$ cat src/assert_macros.svh
// ----------------------------------------------------------------------------
// Assertion macros
// Shared concurrent assertion forms. They expect clk and rst in scope.
// ----------------------------------------------------------------------------
`ifndef ASSERT_MACROS_SVH
`define ASSERT_MACROS_SVH

// Consequent must hold in the same cycle as the antecedent.
`define ASSERT_IMPLY(label, ante, cons, msg) \
  label: assert property (@(posedge clk) disable iff (rst) (ante) |-> (cons)) \
    else $error(msg);

// Consequent must hold in the cycle after the antecedent.
`define ASSERT_NEXT(label, ante, cons, msg) \
  label: assert property (@(posedge clk) disable iff (rst) (ante) |=> (cons)) \
    else $error(msg);

`endif

$ cat src/hm_pkg.sv
// ----------------------------------------------------------------------------
// Henon map package
// Word format, constants, register indexes and the control/status bundles.
// ----------------------------------------------------------------------------
package hm_pkg;

  localparam int MAX_KEEP  = 64;
  localparam int FRAC_BITS = 40;
  localparam int WORD_BITS = 64;
  localparam int KEEP_BITS = $clog2(MAX_KEEP + 1);
  localparam int TRANS_BITS = 20;
  localparam int LIMIT_BITS = 63;

  typedef logic [WORD_BITS-1:0] word_t;

  // Fixed-point 1.0.
  localparam word_t ONE_Q = word_t'(1) << FRAC_BITS;

  typedef enum logic [1:0] {
    REG_COEF_B    = 2'd0,
    REG_TRANSIENT = 2'd1,
    REG_KEEP      = 2'd2,
    REG_LIMIT     = 2'd3
  } cfg_reg_t;

  // Which product the shared multiplier forms.
  typedef enum logic [1:0] {
    MUL_AX = 2'd0,
    MUL_TX = 2'd1,
    MUL_BX = 2'd2
  } mul_sel_t;

  typedef struct packed {
    logic     load;
    logic     mul_go;
    mul_sel_t mul_sel;
    logic     cap;
    logic     update;
  } ctrl_cmd_t;

  typedef struct packed {
    logic mul_done;
    logic esc;
  } dp_stat_t;

endpackage

$ cat src/hm_mul.sv
// ----------------------------------------------------------------------------
// Iterative fixed-point multiplier
// Signed 64x64 product built from four 32x32 partial products, one per cycle,
// then rescaled by the fraction width with an overflow flag.
// ----------------------------------------------------------------------------
`include "assert_macros.svh"

module hm_mul import hm_pkg::*; (
  input  logic  clk,
  input  logic  rst,
  input  logic  go,
  input  word_t op_a,
  input  word_t op_b,
  output logic  done,
  output word_t result,
  output logic  ovf
);

  localparam int HALF = WORD_BITS / 2;
  localparam int PROD_BITS = 2 * WORD_BITS;
  localparam int HI_LSB = FRAC_BITS + WORD_BITS - 1;
  localparam logic [2:0] LAST_PP   = 3'd3;
  localparam logic [2:0] LAST_ACC  = 3'd4;
  localparam logic [2:0] STAGE_NEG = 3'd5;

  logic                  run;
  logic [2:0]            stage;
  word_t                 ma;
  word_t                 mb;
  logic                  neg;
  logic [WORD_BITS-1:0]  pp;
  logic [1:0]            pp_stage;
  logic [PROD_BITS-1:0]  acc;
  logic [PROD_BITS-1:0]  prod;
  logic [HALF-1:0]       a_half;
  logic [HALF-1:0]       b_half;
  logic [WORD_BITS-1:0]  pp_full;
  logic [PROD_BITS-1:0]  pp_ext;
  logic [PROD_BITS-HI_LSB-1:0] hi_bits;

  assign a_half  = stage[1] ? ma[WORD_BITS-1:HALF] : ma[HALF-1:0];
  assign b_half  = stage[0] ? mb[WORD_BITS-1:HALF] : mb[HALF-1:0];
  assign pp_full = a_half * b_half;

  always_comb begin
    case (pp_stage)
      2'd0:    pp_ext = {{WORD_BITS{1'b0}}, pp};
      2'd1:    pp_ext = {{HALF{1'b0}}, pp, {HALF{1'b0}}};
      2'd2:    pp_ext = {{HALF{1'b0}}, pp, {HALF{1'b0}}};
      default: pp_ext = {pp, {WORD_BITS{1'b0}}};
    endcase
  end

  always_ff @(posedge clk) begin
    if (rst) begin
      run   <= 1'b0;
      stage <= '0;
      done  <= 1'b0;
    end else begin
      done <= 1'b0;
      if (go) begin
        run   <= 1'b1;
        stage <= '0;
      end else if (run) begin
        stage <= stage + 3'd1;
        if (stage == STAGE_NEG) begin
          run  <= 1'b0;
          done <= 1'b1;
        end
      end
    end
  end

  always_ff @(posedge clk) begin
    if (go) begin
      ma  <= op_a[WORD_BITS-1] ? word_t'('0 - op_a) : op_a;
      mb  <= op_b[WORD_BITS-1] ? word_t'('0 - op_b) : op_b;
      neg <= op_a[WORD_BITS-1] ^ op_b[WORD_BITS-1];
      acc <= '0;
    end else if (run) begin
      if (stage <= LAST_PP) begin
        pp       <= pp_full;
        pp_stage <= stage[1:0];
      end
      if (stage != 3'd0 && stage <= LAST_ACC) begin
        acc <= acc + pp_ext;
      end
      if (stage == STAGE_NEG) begin
        prod <= neg ? ('0 - acc) : acc;
      end
    end
  end

  assign hi_bits = prod[PROD_BITS-1:HI_LSB];
  assign result  = prod[FRAC_BITS +: WORD_BITS];
  assign ovf     = !((&hi_bits) || !(|hi_bits));

  `ASSERT_NEXT(a_mul_done_pulse, done, !done, "multiplier done lasted more than one cycle")
  `ASSERT_NEXT(a_mul_go_runs, go, run && stage == 3'd0, "multiplier did not start on go")

endmodule

$ cat src/hm_datapath.sv
// ----------------------------------------------------------------------------
// Henon map datapath
// Orbit state, shared multiplier and the update x' = 1 - a*x*x + y, y' = b*x
// with overflow and escape detection.
// ----------------------------------------------------------------------------
`include "assert_macros.svh"

module hm_datapath import hm_pkg::*; (
  input  logic                  clk,
  input  logic                  rst,
  input  ctrl_cmd_t             cmd,
  output dp_stat_t              stat,
  input  word_t                 coef_b,
  input  logic [LIMIT_BITS-1:0] escape_limit,
  input  word_t                 coef_a,
  input  word_t                 x_start,
  input  word_t                 y_start,
  output word_t                 coef_echo,
  output word_t                 x_value,
  output logic                  escaped
);

  word_t a_reg;
  word_t x_reg;
  word_t y_reg;
  word_t t_reg;
  word_t ny_reg;
  word_t echo_reg;
  logic  iter_bad;
  logic  esc;

  word_t op_a;
  word_t op_b;
  logic  mul_done;
  word_t mul_res;
  logic  mul_ovf;

  word_t diff;
  word_t nx;
  word_t sub_chk;
  word_t add_chk;
  word_t mag;
  logic  step_bad;

  always_comb begin
    case (cmd.mul_sel)
      MUL_AX:  op_a = a_reg;
      MUL_TX:  op_a = t_reg;
      MUL_BX:  op_a = coef_b;
      default: op_a = a_reg;
    endcase
    op_b = x_reg;
  end

  hm_mul u_mul (
    .clk    (clk),
    .rst    (rst),
    .go     (cmd.mul_go),
    .op_a   (op_a),
    .op_b   (op_b),
    .done   (mul_done),
    .result (mul_res),
    .ovf    (mul_ovf)
  );

  // New x and its overflow and escape checks.
  assign diff    = ONE_Q - t_reg;
  assign sub_chk = (ONE_Q ^ t_reg) & (ONE_Q ^ diff);
  assign nx      = diff + y_reg;
  assign add_chk = (diff ^ nx) & (y_reg ^ nx);
  assign mag     = nx[WORD_BITS-1] ? word_t'('0 - nx) : nx;
  assign step_bad = iter_bad || sub_chk[WORD_BITS-1] || add_chk[WORD_BITS-1] ||
                    (mag > {1'b0, escape_limit});

  always_ff @(posedge clk) begin
    if (rst) begin
      esc      <= 1'b0;
      iter_bad <= 1'b0;
    end else begin
      if (cmd.load) begin
        esc <= 1'b0;
      end else if (cmd.update) begin
        esc <= step_bad;
      end
      if (cmd.mul_go && cmd.mul_sel == MUL_AX) begin
        iter_bad <= 1'b0;
      end else if (cmd.cap) begin
        iter_bad <= iter_bad | mul_ovf;
      end
    end
  end

  always_ff @(posedge clk) begin
    if (cmd.load) begin
      a_reg    <= coef_a;
      x_reg    <= x_start;
      y_reg    <= y_start;
      echo_reg <= coef_a;
    end else if (cmd.update) begin
      x_reg <= nx;
      y_reg <= ny_reg;
    end
    if (cmd.cap) begin
      if (cmd.mul_sel == MUL_BX) begin
        ny_reg <= mul_res;
      end else begin
        t_reg <= mul_res;
      end
    end
  end

  assign stat.mul_done = mul_done;
  assign stat.esc      = esc;
  assign coef_echo     = echo_reg;
  assign x_value       = esc ? '0 : x_reg;
  assign escaped       = esc;

  `ASSERT_NEXT(a_esc_sticky, esc && !cmd.load, esc, "escape flag cleared within a run")
  `ASSERT_IMPLY(a_cap_on_done, cmd.cap, mul_done, "product captured without a finished multiply")

endmodule

$ cat src/hm_ctrl.sv
// ----------------------------------------------------------------------------
// Henon map controller
// Sequences transient and kept iterations, the three products of each step
// and the emission of result words.
// ----------------------------------------------------------------------------
`include "assert_macros.svh"

module hm_ctrl import hm_pkg::*; (
  input  logic                  clk,
  input  logic                  rst,
  input  logic                  start,
  output logic                  busy,
  output logic                  valid,
  output logic                  last,
  input  logic [TRANS_BITS-1:0] transient_steps,
  input  logic [KEEP_BITS-1:0]  keep_count,
  output ctrl_cmd_t             cmd,
  input  dp_stat_t              stat
);

  typedef enum logic [8:0] {
    S_IDLE    = 9'b000000001,
    S_CHECK   = 9'b000000010,
    S_AX_WAIT = 9'b000000100,
    S_TX_GO   = 9'b000001000,
    S_TX_WAIT = 9'b000010000,
    S_BX_GO   = 9'b000100000,
    S_BX_WAIT = 9'b001000000,
    S_UPDATE  = 9'b010000000,
    S_EMIT    = 9'b100000000
  } state_t;

  state_t                state;
  state_t                state_next;
  logic [TRANS_BITS-1:0] trans_left;
  logic [TRANS_BITS-1:0] trans_left_next;
  logic [KEEP_BITS-1:0]  keep_left;
  logic [KEEP_BITS-1:0]  keep_left_next;
  logic [KEEP_BITS-1:0]  keep_sat;

  assign keep_sat = (keep_count > KEEP_BITS'(MAX_KEEP)) ? KEEP_BITS'(MAX_KEEP) : keep_count;

  always_comb begin
    state_next      = state;
    trans_left_next = trans_left;
    keep_left_next  = keep_left;
    cmd             = '0;
    cmd.mul_sel     = MUL_AX;
    case (state)
      S_IDLE: begin
        if (start) begin
          cmd.load        = 1'b1;
          trans_left_next = transient_steps;
          keep_left_next  = keep_sat;
          if (keep_sat != '0) begin
            state_next = S_CHECK;
          end
        end
      end
      S_CHECK: begin
        // An escaped orbit skips the rest of the transient and emits directly.
        if (stat.esc) begin
          trans_left_next = '0;
          state_next      = S_EMIT;
        end else begin
          cmd.mul_go = 1'b1;
          state_next = S_AX_WAIT;
        end
      end
      S_AX_WAIT: begin
        if (stat.mul_done) begin
          cmd.cap    = 1'b1;
          state_next = S_TX_GO;
        end
      end
      S_TX_GO: begin
        cmd.mul_sel = MUL_TX;
        cmd.mul_go  = 1'b1;
        state_next  = S_TX_WAIT;
      end
      S_TX_WAIT: begin
        cmd.mul_sel = MUL_TX;
        if (stat.mul_done) begin
          cmd.cap    = 1'b1;
          state_next = S_BX_GO;
        end
      end
      S_BX_GO: begin
        cmd.mul_sel = MUL_BX;
        cmd.mul_go  = 1'b1;
        state_next  = S_BX_WAIT;
      end
      S_BX_WAIT: begin
        cmd.mul_sel = MUL_BX;
        if (stat.mul_done) begin
          cmd.cap    = 1'b1;
          state_next = S_UPDATE;
        end
      end
      S_UPDATE: begin
        cmd.update = 1'b1;
        if (trans_left != '0) begin
          trans_left_next = trans_left - 1'b1;
          state_next      = S_CHECK;
        end else begin
          state_next = S_EMIT;
        end
      end
      S_EMIT: begin
        keep_left_next = keep_left - 1'b1;
        if (keep_left == KEEP_BITS'(1)) begin
          state_next = S_IDLE;
        end else begin
          state_next = S_CHECK;
        end
      end
      default: begin
        state_next = S_IDLE;
      end
    endcase
  end

  always_ff @(posedge clk) begin
    if (rst) begin
      state      <= S_IDLE;
      trans_left <= '0;
      keep_left  <= '0;
    end else begin
      state      <= state_next;
      trans_left <= trans_left_next;
      keep_left  <= keep_left_next;
    end
  end

  assign busy  = (state != S_IDLE);
  assign valid = (state == S_EMIT);
  assign last  = (state == S_EMIT) && (keep_left == KEEP_BITS'(1));

  `ASSERT_NEXT(a_word_gap, valid, !valid, "result words in back-to-back cycles")
  `ASSERT_NEXT(a_last_ends_run, valid && last, !busy, "run continued after its last word")
  `ASSERT_IMPLY(a_emit_count, valid, keep_left != '0, "word emitted with no count left")

endmodule

$ cat src/henon_map_orbit_generator.sv
// Each map step forms three 64x64 products in turn on the shared multiplier,
// which sets the pace of the block. The first word follows the transient steps
// and one more step; once escaped, the remaining words come without map steps.
// One item at a time: busy stays high until the last word. Reset restores the
// register defaults and returns the block to idle; words cannot be stalled.
// ----------------------------------------------------------------------------
// Henon map orbit generator
// Runs a fixed-point Henon orbit per start word and emits the kept iterates.
// ----------------------------------------------------------------------------
module henon_map_orbit_generator import hm_pkg::*; (
  input  logic        clk,
  input  logic        rst,
  input  logic        start,
  output logic        busy,
  input  logic [63:0] coef_a,
  input  logic [63:0] x_start,
  input  logic [63:0] y_start,
  input  logic        cfg_write,
  input  logic [1:0]  cfg_index,
  input  logic [63:0] cfg_data,
  output logic        valid,
  output logic [63:0] coef_echo,
  output logic [63:0] x_value,
  output logic        escaped,
  output logic        last
);

  word_t                 coef_b;
  logic [TRANS_BITS-1:0] transient_steps;
  logic [KEEP_BITS-1:0]  keep_count;
  logic [LIMIT_BITS-1:0] escape_limit;
  ctrl_cmd_t             cmd;
  dp_stat_t              stat;

  always_ff @(posedge clk) begin
    if (rst) begin
      coef_b          <= word_t'(64'd329853488333);
      transient_steps <= TRANS_BITS'(100);
      keep_count      <= KEEP_BITS'(MAX_KEEP);
      escape_limit    <= LIMIT_BITS'(64'd1099511627776000000);
    end else if (cfg_write) begin
      case (cfg_index)
        REG_COEF_B:    coef_b          <= cfg_data;
        REG_TRANSIENT: transient_steps <= cfg_data[TRANS_BITS-1:0];
        REG_KEEP:      keep_count      <= cfg_data[KEEP_BITS-1:0];
        REG_LIMIT:     escape_limit    <= cfg_data[LIMIT_BITS-1:0];
        default:       ;
      endcase
    end
  end

  hm_ctrl u_ctrl (
    .clk             (clk),
    .rst             (rst),
    .start           (start),
    .busy            (busy),
    .valid           (valid),
    .last            (last),
    .transient_steps (transient_steps),
    .keep_count      (keep_count),
    .cmd             (cmd),
    .stat            (stat)
  );

  hm_datapath u_dp (
    .clk          (clk),
    .rst          (rst),
    .cmd          (cmd),
    .stat         (stat),
    .coef_b       (coef_b),
    .escape_limit (escape_limit),
    .coef_a       (coef_a),
    .x_start      (x_start),
    .y_start      (y_start),
    .coef_echo    (coef_echo),
    .x_value      (x_value),
    .escaped      (escaped)
  );

endmodule

$ cat config.mk
export PLATFORM = sky130hd
export DESIGN_NAME = henon_map_orbit_generator
export DESIGN_NICKNAME = d
export VERILOG_FILES = /design/src/hm_pkg.sv /design/src/hm_mul.sv /design/src/hm_datapath.sv /design/src/hm_ctrl.sv /design/src/henon_map_orbit_generator.sv
export VERILOG_INCLUDE_DIRS = /design/src /design/src/src
export SDC_FILE = /design/constraint.sdc
export NUM_CORES = 2
export LEC_CHECK = 0
export ABC_CLOCK_PERIOD_IN_PS = 14800
export BUFFER_PORTS_ARGS = -buffer_cell sky130_fd_sc_hd__buf_2
export CORE_ASPECT_RATIO = 1.25
export CORE_UTILIZATION = 45
export CTS_CLUSTER_DIAMETER = 30
export DETAILED_ROUTE_END_ITERATION = 10
export PLACE_DENSITY = 0.61
export RECOVER_POWER = 50
export SYNTH_ARGS = -nofsm -noshare
export SYNTH_HDL_FRONTEND = slang
export SYNTH_SLANG_ARGS = --single-unit
$ cat constraint.sdc
create_clock -name clk -period 14.8 [get_ports clk]
set_input_delay 0.74 -clock clk [delete_from_list [all_inputs] [get_ports clk]]
set_output_delay 0.74 -clock clk [all_outputs]
set_load 0.05 [all_outputs]
==> summary.txt <==
Floorplan
  – Core ar.: 195000 um^2
  – Ports: ~390
  – Die W: ~400 um
  – Die Height: approximately 500 um
  – Initial core utilization: a little under half
  – Die area: around 200000 um^2
  – Row count: between 150 and 200

Synthesis
  – Ys async rst share: 0%
  – Mux contribution to synthesized area: 1.68%
  – Synth Area in Simple Gates: between 15 and 20%
  – Main combinational cell family by area after synthesis: adder cells
  – Ys Warns: 0
  – Adder-cell share of the synthesized area: between 20 and 30%
  – Post-Synthesis Net Count: roughly 12k
  – Netlist cell types: 92
  – Synth Area in Compound Gates: 12.2%
  – Syn avg cell area: approximately 8.8 um^2
  – Synthesized instance count: around 10k
  – #FFs+latches synth: ~930
  – Post-synthesis sequential area ratio: 27.9%
  – Post-Synth XOR/XNOR Area: between 5 and 6%
  – Post-synth EDFFs: between 600 and 700
  – Syn Std Cell Area: approximately 88000 um^2
  – Synth Flop Type: edfxtp_1

Routing
  – Iteration-0 DRC count of the detailed router: between 7k and 8k
  – Post-route ant nets: 0
  – Number of detailed-route iterations in the first pass: 6
  – Via density per instance: roughly 5.9
  – Routed WL: about 350000 um
  – DR DRC count: 0
  – Vias: roughly 76k
  – Wire length per cell: approximately 27 um

Critical path
  – Slowest-stage cell, CP: clkbuf_1
  – Top cell by count, worst path: fa_1
  – Crit end category: flop
  – Critical R2R Capture: u_dp.u_mul.pp[56]
  – Critical Path RT: 15.36 ns
  – Max FO, Critical Path: slightly above 40
  – Reg2Reg Setup Slack: between 2 and 2.5 ns
  – Max stage delay on crit path: between 1.5 and 2 ns
  – WS Path Type: flop to flop
  – Worst R2R Path Depth: 31
  – RR Startpoint: u_dp.u_mul.stage[1]
  – Startpoint Class: flop
  – Critical path arrival: 13.13 ns

Clock network
  – CTS buffer count: roughly 200
  – Skew-Pair Late Insertion Delay: about 0.86 ns
  – Post-CTS sizing: 0
  – Clock transition at path regs: about 0.05 ns
  – CTS root buffer: clkbuf_16
  – Number of buffers added for setup after CTS: 0
  – # hold bufs at CTS: 0
  – CTS Sinks: 928
  – Clk buf depth: 3
  – Max H-tree Level: 4
  – CTS tree: yes

Hold path
  – Hold depth: 1
  – Worst Hold End: u_dp.a_reg[5]
  – Worst hold start: coef_a[5]
  – HP Class: input port to flop

Global routing
  – First-pass GRT wire length: approximately 510000 um
  – Initial antenna violation count: 30
  – Gr ovfl total: 0
  – GRT Util Overall: 35.3%
  – Largest net degree at the start of global routing: roughly 130
  – Number of global-route vias before repair: 76.2k

Placed design
  – Final HPWL from detailed placement: approximately 280000 um
  – Placed Cells: 12.5k
  – Routability cong.: between 1 and 1.5
  – Placed cell area: 92400 um^2
  – I/O Buffers: 393

STA
  – Clock Skews: a little over 0.08 ns
  – Hold Violations, Final: 0
  – RSZ-0062 raised after global routing: false
  – Endpoints failing setup: 0
  – Minimum clock period: around 13 ns
  – Final setup TNS: 0 ns
  – Fmax achieved: just under 0.08 GHz
  – Period utilization: a little over four fifths
  – Slew headroom: -281%
  – Slew @ Worst Pin: approximately 5.7 ns
  – Max Slew Vio Count: about 1.0k

Cells and area
  – Final Cell Area: roughly 100000 um^2
  – Final design utilization: slightly above 50%
  – Layout cells sized above 1: ~8.3%
  – Commonest non-fill, non-tap cells in the layout: 2014 x nand2_1, 1183 x inv_1, 898 x fa_1
  – Layout Nets: between 10k and 15k
  – Final cell count without fillers: ~13k
  – Commonest non-fill, non-tap cell in the layout: nand2_1
  – Reg with most FFs: u_dp.u_mul.acc
  – Largest registers: u_dp.u_mul.acc x128, u_dp.u_mul.prod x88
  – Number of flip-flops under the largest register name: 128
  – Area delta synth->final: 13.0%
  – Fillers: about 18k

Run status
  – Status: finished with violations
  – Violated checks: capacitance limit, slew limit

Run
  – MaxCap Viol Count: 16
synth_stat cells, types with 76 or more instances:
cell type,number,area share [%]
xor2_1,154,1.5
xnor2_1,417,4.1
mux2i_1,76,0.86
clkbuf_1,462,2.0
a21oi_1,629,3.6
nand2_1,2015,8.6
nor3_1,110,0.62
a22o_1,78,0.77
edfxtp_1,603,21
a21o_1,144,1.2
nand3_1,89,0.51
dfxtp_1,325,7.4
nor2b_1,105,0.75
nor2_1,594,2.5
and2_1,123,0.87
ha_1,534,7.6
fa_1,898,20
inv_1,1184,5.0
o21ai_0,394,2.2
nand4_1,114,0.81
critical path: cells and delay by family (launching register included):
kind                     cells  cell delay, ns
AO/OA/AOI/OAI               11            4.06
buffers and inverters        7            2.22
adder cells (fa/ha/maj)      9            3.89
AND/OR/NAND/NOR              2            0.25
flip-flops                   1            0.63
multiplexers                 1            0.99
XOR/XNOR                     1            0.13
how the worst max path moves through the flow:
stage | endpoint | from | slack (ns) | cells past startpoint
floorplan | u_dp.u_mul.pp[57] | u_dp.u_mul.stage[1] | 5.46 | 32
global placement | u_dp.u_mul.pp[62] | u_dp.u_mul.stage[0] | 3.72 | 30
detailed placement | u_dp.u_mul.pp[56] | u_dp.u_mul.stage[1] | 3.89 | 31
CTS | u_dp.u_mul.pp[56] | u_dp.u_mul.stage[1] | 3.84 | 31
global route | u_dp.u_mul.pp[56] | u_dp.u_mul.stage[1] | 1.85 | 31
finish | u_dp.u_mul.pp[56] | u_dp.u_mul.stage[1] | 2.23 | 31
logic make-up (layout without fill, tap and decap cells):
group | count (synthesis) | after routing
xor gates and xnor gates | 571 | 571
other | 0 | 14
adders and majority gates | 1432 | 1432
AOI/OAI and AO/OA | 1734 | 1734
buffers and inverters | 1687 | 2071
muxes | 140 | 140
DFF | 928 | 928
and+or+nand+nor | 3492 | 3492
per-layer routing:
| metal | share of wire [%] | wire length (um) | GRT usage [%] |
|---|---|---|---|
| met1 | 37 | 131000 | 42.9 |
| met2 | 46 | 160000 | 55.7 |
| met3 | 9.1 | 32100 | 7.52 |
| met4 | 8.1 | 28600 | 24.4 |
| met5 | 0.041 | 145 | 0 |
metrics by stage:
stage | setup slack, ns | hold WS (ns)
3_3_place_gp | 3.72 | 0.444
5_1_grt | 1.85 | 0.0304
3_5_place_dp | 3.89 | 0.447
2_1_floorplan | 5.46 | 0.421
6_report | 2.23 | 0.0518
4_1_cts | 3.84 | 0.0106
cell type report:
type / count / area [um^2] / share of cell area [%]
sequential: 928 / 24600 / 24.7
timing repair buffer: 494 / 2530 / 2.54
inverter: 1186 / 4450 / 4.47
clock inverter: 149 / 1990 / 2.00
multi-input combinational: 7369 / 57400 / 57.6
antenna: 14 / 35.0 / 0.0352
tap: 2562 / 3210 / 3.22
clock buffer: 242 / 5410 / 5.43
Power is left out: the tool's default activity adds up to more than one toggle a clock period on the data nets, which glitch-free logic cannot reach.
